`config.mk`:
```
export PLATFORM = sky130hd
export DESIGN_NAME = double_ended_queue
export DESIGN_NICKNAME = d
export VERILOG_FILES = /design/src/rtl/core/dq_pkg.sv /design/src/rtl/core/dq_cell.sv /design/src/rtl/core/dq_chain.sv /design/src/rtl/core/double_ended_queue.sv
export SDC_FILE = /design/constraint.sdc
export NUM_CORES = 1
export LEC_CHECK = 0
export BUFFER_PORTS_ARGS = -buffer_cell sky130_fd_sc_hd__buf_2
export CAP_MARGIN = 30
export CORE_MARGIN = 2
export CORE_UTILIZATION = 60
export CTS_BUF_LIST = sky130_fd_sc_hd__clkbuf_2 sky130_fd_sc_hd__clkbuf_4 sky130_fd_sc_hd__clkbuf_8
export DETAILED_ROUTE_END_ITERATION = 8
export PLACE_DENSITY = 0.77
export SYNTH_ARGS = -nofsm -noshare
export SYNTH_HDL_FRONTEND = slang
export SYNTH_SLANG_ARGS = --single-unit
```
`constraint.sdc`:
```
create_clock -name clk -period 6.2 [get_ports clk]
set_clock_uncertainty 0.15 [all_clocks]
set_input_delay 1.24 -clock clk [delete_from_list [all_inputs] [get_ports clk]]
set_output_delay 1.24 -clock clk [all_outputs]
set_load 0.02 [all_outputs]
```
`src/rtl/core/dq_pkg.sv`:
```
// Package for the double-ended queue: depth, widths, request and result types.
// No dependencies; imported by every module under rtl/core.
`default_nettype none

package dq_pkg;

  localparam int DQ_DEPTH = 16;
  localparam int DQ_CNT_W = $clog2(DQ_DEPTH + 1);
  localparam int DQ_DATA_W = 32;

  typedef enum logic [1:0] {
    KIND_PUSH_FRONT = 2'd0,
    KIND_PUSH_BACK  = 2'd1,
    KIND_POP_FRONT  = 2'd2,
    KIND_POP_BACK   = 2'd3
  } kind_t;

  typedef enum logic [1:0] {
    STAT_OK    = 2'd0,
    STAT_EMPTY = 2'd1,
    STAT_FULL  = 2'd2
  } status_t;

  typedef enum logic [1:0] {
    CELL_HOLD = 2'd0,
    CELL_LOAD = 2'd1,
    CELL_SHR  = 2'd2,
    CELL_SHL  = 2'd3
  } cell_op_t;

  typedef struct packed {
    kind_t                        kind;
    logic signed [DQ_DATA_W-1:0]  value;
  } in_req_t;

  typedef struct packed {
    logic signed [DQ_DATA_W-1:0]  front_value;
    logic signed [DQ_DATA_W-1:0]  back_value;
    logic [DQ_CNT_W-1:0]          fill_count;
    status_t                      status;
  } out_req_t;

  typedef struct packed {
    logic                         shr;
    logic                         shl;
    logic                         wr;
    logic [DQ_CNT_W-1:0]          pos;
    logic signed [DQ_DATA_W-1:0]  data;
  } chain_ctl_t;

endpackage

`default_nettype wire

```
`src/rtl/core/dq_cell.sv`:
```
// One storage cell of the queue chain: hold, load, or take a neighbour's value.
// Depends on dq_pkg.
`default_nettype none

module dq_cell
  import dq_pkg::*;
(
  input  wire logic                        clk,
  input  wire cell_op_t                    op,
  input  wire logic signed [DQ_DATA_W-1:0] left_data,
  input  wire logic signed [DQ_DATA_W-1:0] right_data,
  input  wire logic signed [DQ_DATA_W-1:0] load_data,
  output      logic signed [DQ_DATA_W-1:0] data_r
);

  logic signed [DQ_DATA_W-1:0] data_nxt;

  always_comb begin
    case (op)
      CELL_LOAD: data_nxt = load_data;
      CELL_SHR:  data_nxt = left_data;
      CELL_SHL:  data_nxt = right_data;
      default:   data_nxt = data_r;
    endcase
  end

  always_ff @(posedge clk) begin
    data_r <= data_nxt;
  end

endmodule

`default_nettype wire

```
`src/rtl/core/dq_chain.sv`:
```
// Row of DQ_DEPTH cells ordered from one end of the queue; cell 0 is that end.
// Depends on dq_pkg and dq_cell.
`default_nettype none

module dq_chain
  import dq_pkg::*;
(
  input  wire logic                        clk,
  input  wire chain_ctl_t                  ctl,
  output      logic signed [DQ_DATA_W-1:0] head0,
  output      logic signed [DQ_DATA_W-1:0] head1
);

  logic signed [DQ_DATA_W-1:0] cell_q [DQ_DEPTH];
  cell_op_t                    cell_op [DQ_DEPTH];

  for (genvar i = 0; i < DQ_DEPTH; i++) begin : g_cell
    logic signed [DQ_DATA_W-1:0] left_d;
    logic signed [DQ_DATA_W-1:0] right_d;

    if (i == 0) begin : g_first
      assign left_d = ctl.data;
    end else begin : g_mid
      assign left_d = cell_q[i-1];
    end

    if (i == DQ_DEPTH - 1) begin : g_last
      assign right_d = '0;
    end else begin : g_inner
      assign right_d = cell_q[i+1];
    end

    always_comb begin
      if (ctl.shr) begin
        cell_op[i] = CELL_SHR;
      end else if (ctl.shl) begin
        cell_op[i] = CELL_SHL;
      end else if (ctl.wr && (ctl.pos == DQ_CNT_W'(i))) begin
        cell_op[i] = CELL_LOAD;
      end else begin
        cell_op[i] = CELL_HOLD;
      end
    end

    dq_cell u_cell (
      .clk        (clk),
      .op         (cell_op[i]),
      .left_data  (left_d),
      .right_data (right_d),
      .load_data  (ctl.data),
      .data_r     (cell_q[i])
    );
  end

  assign head0 = cell_q[0];
  assign head1 = cell_q[1];

endmodule

`default_nettype wire

```
`src/rtl/core/double_ended_queue.sv`:
```
// Top level of the double-ended queue: two mirrored cell chains, fill count, result register.
// Depends on dq_pkg and dq_chain.
//
// A deque of 16 signed 32-bit values. Every request (push or pop at either end) is
// answered by one result carrying the front and back values, the fill count and a
// status. The values live twice, in a chain ordered front-first and one ordered
// back-first, so both ends sit in cell 0 of a chain and each request is at most a single
// shift or a single write per chain. A request is accepted whenever the result register
// is empty or its result is being taken in the same cycle, so back-to-back requests
// run at one per cycle while results are taken, and the result is registered and
// appears in the cycle after acceptance.
`default_nettype none

module double_ended_queue
  import dq_pkg::*;
(
  input  wire logic     clk,
  input  wire logic     rst_n,
  input  wire logic     in_valid,
  output      logic     in_ready,
  input  wire in_req_t  in_req,
  output      logic     out_valid,
  input  wire logic     out_ready,
  output      out_req_t out_req
);

  logic                        accept;
  logic                        full;
  logic                        empty;
  logic                        many;
  logic [DQ_CNT_W-1:0]         count_r;
  logic [DQ_CNT_W-1:0]         count_nxt;
  logic                        out_valid_r;
  logic                        out_valid_nxt;
  out_req_t                    out_r;
  out_req_t                    res;
  chain_ctl_t                  ctl_a;
  chain_ctl_t                  ctl_b;
  logic signed [DQ_DATA_W-1:0] a_head0;
  logic signed [DQ_DATA_W-1:0] a_head1;
  logic signed [DQ_DATA_W-1:0] b_head0;
  logic signed [DQ_DATA_W-1:0] b_head1;

  assign in_ready  = !out_valid_r || out_ready;
  assign accept    = in_valid && in_ready;
  assign full      = (count_r == DQ_CNT_W'(DQ_DEPTH));
  assign empty     = (count_r == '0);
  assign many      = (count_r > DQ_CNT_W'(1));
  assign out_valid = out_valid_r;
  assign out_req   = out_r;

  always_comb begin
    ctl_a           = '0;
    ctl_b           = '0;
    ctl_a.pos       = count_r;
    ctl_b.pos       = count_r;
    ctl_a.data      = in_req.value;
    ctl_b.data      = in_req.value;
    count_nxt       = count_r;
    res.status      = STAT_OK;
    res.front_value = a_head0;
    res.back_value  = b_head0;
    case (in_req.kind)
      KIND_PUSH_FRONT: begin
        if (full) begin
          res.status = STAT_FULL;
        end else begin
          ctl_a.shr       = 1'b1;
          ctl_b.wr        = 1'b1;
          count_nxt       = count_r + DQ_CNT_W'(1);
          res.front_value = in_req.value;
          res.back_value  = empty ? in_req.value : b_head0;
        end
      end
      KIND_PUSH_BACK: begin
        if (full) begin
          res.status = STAT_FULL;
        end else begin
          ctl_a.wr        = 1'b1;
          ctl_b.shr       = 1'b1;
          count_nxt       = count_r + DQ_CNT_W'(1);
          res.front_value = empty ? in_req.value : a_head0;
          res.back_value  = in_req.value;
        end
      end
      KIND_POP_FRONT: begin
        if (empty) begin
          res.status      = STAT_EMPTY;
          res.front_value = '0;
          res.back_value  = '0;
        end else begin
          ctl_a.shl       = 1'b1;
          count_nxt       = count_r - DQ_CNT_W'(1);
          res.front_value = many ? a_head1 : '0;
          res.back_value  = many ? b_head0 : '0;
        end
      end
      KIND_POP_BACK: begin
        if (empty) begin
          res.status      = STAT_EMPTY;
          res.front_value = '0;
          res.back_value  = '0;
        end else begin
          ctl_b.shl       = 1'b1;
          count_nxt       = count_r - DQ_CNT_W'(1);
          res.front_value = many ? a_head0 : '0;
          res.back_value  = many ? b_head1 : '0;
        end
      end
      default: begin
        res.status = STAT_OK;
      end
    endcase
    res.fill_count = count_nxt;
    if (!accept) begin
      ctl_a.shr = 1'b0;
      ctl_a.shl = 1'b0;
      ctl_a.wr  = 1'b0;
      ctl_b.shr = 1'b0;
      ctl_b.shl = 1'b0;
      ctl_b.wr  = 1'b0;
    end
    out_valid_nxt = accept || (out_valid_r && !out_ready);
  end

  always_ff @(posedge clk) begin
    if (!rst_n) begin
      count_r     <= '0;
      out_valid_r <= 1'b0;
    end else begin
      out_valid_r <= out_valid_nxt;
      if (accept) begin
        count_r <= count_nxt;
      end
    end
  end

  always_ff @(posedge clk) begin
    if (accept) begin
      out_r <= res;
    end
  end

  dq_chain u_chain_front (
    .clk   (clk),
    .ctl   (ctl_a),
    .head0 (a_head0),
    .head1 (a_head1)
  );

  dq_chain u_chain_back (
    .clk   (clk),
    .ctl   (ctl_b),
    .head0 (b_head0),
    .head1 (b_head1)
  );

`ifndef SYNTHESIS
  a_count_bound: assert property (@(posedge clk) disable iff (!rst_n)
    count_r <= DQ_CNT_W'(DQ_DEPTH))
    else $error("fill count beyond depth");

  a_pop_empty: assert property (@(posedge clk) disable iff (!rst_n)
    accept && empty && (in_req.kind == KIND_POP_FRONT || in_req.kind == KIND_POP_BACK)
    |=> out_r.status == STAT_EMPTY)
    else $error("pop on empty not flagged");

  a_empty_zero: assert property (@(posedge clk) disable iff (!rst_n)
    out_valid_r && out_r.fill_count == '0 |-> out_r.front_value == '0 && out_r.back_value == '0)
    else $error("empty queue result carries data");

  a_count_match: assert property (@(posedge clk) disable iff (!rst_n)
    out_valid_r |-> out_r.fill_count == count_r)
    else $error("result count differs from held count");

  a_accept_result: assert property (@(posedge clk) disable iff (!rst_n)
    accept |=> out_valid_r)
    else $error("accepted request gave no result");
`endif

endmodule

`default_nettype wire
```
==> impl_metrics.csv <==
group,metric,value,unit
clock_network,clk_latency,0.84,ns
clock_network,post_cts_resized,0,
worst_setup_path,crit_required,6.55,ns
route,vias_per_cell,7.52,
synth,yosys_warnings,0,
timing,hold_viol,0,
placed_design,port_buffers,110,
route,vias,32876,
clock_network,tritoncts,"built",
min_path,holdPathStages,1,
min_path,hold_path.class,"flip-flop to flip-flop",
synth,syn-num-nets,3181,
clock_network,clockBufferDepth,3,
worst_setup_path,critical_path_class,"flip-flop to flip-flop",
floorplan,core,0.0807,mm²
worst_setup_path,rr_endpoint,"u_chain_front.g_cell[10].u_cell.data_r[19]",
clock_network,htreeDepth,4,
worst_setup_path,crit_arrival,4.79,ns
run,drv_cap,0,
synth,synth_edf_count,1095,
clock_network,holdBufCountCts,0,
timing,slew_violations,0,
floorplan,start_util,60.8,%
route,drt_iter0_drc,5380,
timing,timing.final.ws_setup,1.76,ns
status,outcome,"complete, no violations",
timing,rsz0062_at_grt,"false",
global_routing,antenna_found_initial,14,
timing,relSlewSlack,24.2,%
synth,async_flop_share,0,%
worst_setup_path,r2r_cells,8,
timing,min_period_over_period,71.7,%
route,drc,0,
route,ant_nets,0,
power_and_ir_drop,power.leakage,0.0184,µW
synth,synthFlopType,"edfxtp_1",
min_path,min_to,"u_chain_front.g_cell[14].u_cell.data_r[8]",
timing,fin_crit,4.44,ns
cells_and_area,num-nets-final,3214,
route,post_drt_wl_per_cell,27.8,µm
global_routing,grt_pass1_wl,186000,µm
cells_and_area,area_growth,10.3,%
clock_network,root_buffer,"clkbuf_8",
placed_design,gp_congestion,0.912,
synth,synthCells,3137,
power_and_ir_drop,ir_worst_vdd,0.213,mV
timing,worstMarginPinSlew,1.13,ns
worst_setup_path,cp_max_fo,69,
power_and_ir_drop,power_density,340,mW/mm²
worst_setup_path,rrSetupSlack,1.76,ns
floorplan,placementRows,104,
worst_setup_path,end_kind,"flip-flop",
synth,avgSynthCellArea,15.6,µm²
synth,synth.distinct_cells,49,
worst_setup_path,r2r_start,"count_r[0]",
cells_and_area,drive_above_1_share,22.4,%
placed_design,hpwl,73000,µm
cells_and_area,layout_common_cells,"edfxtp_1 (1095), a221o_1 (896), clkbuf_8 (175)",
synth,ys_seq_area_share,67.3,%
cells_and_area,final_common_cell,"edfxtp_1",
synth,syn_area,0.0490,mm²
clock_network,cts-buffers-inserted,173,
timing,timing.fmax,225,MHz
route,drt_first_pass_iters,6,
global_routing,grtUsageTotal,28.0,%
min_path,min_from,"u_chain_front.g_cell[15].u_cell.data_r[8]",
route,wl,122000,µm
global_routing,grt_pass1_vias,30557,
floorplan,die_x,290,µm
placed_design,pre_cts_slack,1.36,ns
floorplan,io_pins,111,
floorplan,dieHeight,290,µm
floorplan,die_area,0.0840,mm²
global_routing,grt_max_degree,241,
clock_network,cts_setup_buffers,0,
clock_network,clock_sinks,1101,
timing,tns,0,ns
worst_setup_path,worstSetupStartpointType,"flip-flop",
clock_network,cts.reportedPaths.clkPinSlew,0.06,ns
global_routing,gr-total-overflow,0,
timing,setup_viol,0,
timing,hold_ws,0.393,ns
synth,synth-seq-cells,1101,
cells_and_area,fillers,5439,
## synthesized netlist by cell type, drive strengths merged (6+ instances only)
| library cell | count | share of area, % |
|---|---|---|
| edfxtp | 1095 | 67 |
| a21o | 65 | 1.0 |
| a31o | 64 | 1.1 |
| ha | 6 | 0.15 |
| mux2 | 128 | 2.9 |
| o21ai | 32 | 0.33 |
| a22oi | 63 | 0.96 |
| nand3 | 73 | 0.75 |
| inv | 8 | 0.061 |
| buf | 132 | 1.6 |
| a21oi | 69 | 0.70 |
| nor2 | 10 | 0.082 |
| nand2 | 150 | 1.1 |
| a21boi | 64 | 1.1 |
| clkbuf | 237 | 1.8 |
| dfxtp | 6 | 0.25 |
| a221o | 896 | 18 |
## worst max-delay path, cell delays in order, from the launching register on
cell      delay, ns
dfxtp_1        0.50
inv_1          0.21
ha_1           0.39
nor4bb_4       0.23
buf_4          0.41
nor2_2         0.40
nand3_1        0.45
o21ai_4        0.93
buf_4          0.42
## flip-flops by register name, indices dropped and copies added (netlist names)
register / flops
u_chain_front.g_cell.u_cell.data_r: 512
out_req: 71
u_chain_back.g_cell.u_cell.data_r: 512
count_r: 5
out_valid: 1
## logic make-up (layout without fill, tap and decap cells)
group | after synthesis | in the layout | synth area share (%)
adder cells (fa/ha/maj) | 6 | 6 | 0.153
XOR/XNOR | 1 | 1 | 0.0179
multiplexers | 130 | 130 | 2.98
buffers and inverters | 377 | 542 | 3.49
flip-flops | 1101 | 1101 | 67.3
AND/OR/NAND/NOR | 255 | 255 | 2.34
other | 0 | 7 | 0
AO/OA/AOI/OAI | 1267 | 1267 | 23.7
## final cells by class
type | instances | area [µm²] | area share, %
Sequential cell | 1101 | 33000 | 61.0
Clock inverter | 73 | 510 | 0.944
Tap cell | 1060 | 1330 | 2.45
Multi-Input combinational cell | 1659 | 14700 | 27.2
Timing Repair Buffer | 227 | 1630 | 3.01
Clock buffer | 234 | 2850 | 5.27
Antenna cell | 7 | 17.5 | 0.0324
Inverter | 8 | 31.3 | 0.0579
## layer usage
| layer | up-vias | global-route usage, % | routed length [µm] |
|---|---|---|---|
| met4 | 10 | 10.5 | 3480 |
| met3 | 263 | 6.92 | 12500 |
| met5 | - | 0 | 66 |
| li1 | 13856 | - | - |
| met2 | 2154 | 40.6 | 55100 |
| met1 | 16593 | 41.1 | 50500 |
## per-stage QoR
| step | total power (µW) | util, % | cells | area (µm²) |
|---|---|---|---|---|
| 6_report | 18400 | 67.0 | 4369 | 54100 |
| 3_3_place_gp | 12200 | 62.2 | 4006 | 50200 |
| 2_1_floorplan | 11400 | - | 3137 | 49000 |
| 4_1_cts | 18300 | 66.7 | 4335 | 53800 |
| 5_1_grt | 19000 | 67.0 | 4369 | 54100 |
| 3_5_place_dp | 12300 | 62.6 | 4028 | 50500 |
## report_power, final
group	internal (µW)	switching (µW)
clock	3160	2900
combinational	997	1730
sequential	9140	425
total	13300	5050
## worst max path at each step
stage,start,end,cells after the start
after floorplan,in_req[32],u_chain_back.g_cell[10].u_cell.data_r[0],9
after global placement,in_req[33],u_chain_front.g_cell[7].u_cell.data_r[26],6
after detailed placement,in_req[32],u_chain_back.g_cell[13].u_cell.data_r[25],7
after CTS,count_r[0],u_chain_front.g_cell[10].u_cell.data_r[22],8
after global routing,count_r[0],u_chain_front.g_cell[10].u_cell.data_r[17],8
final,count_r[0],u_chain_front.g_cell[10].u_cell.data_r[19],8
(Power assumes the default switching activity.)
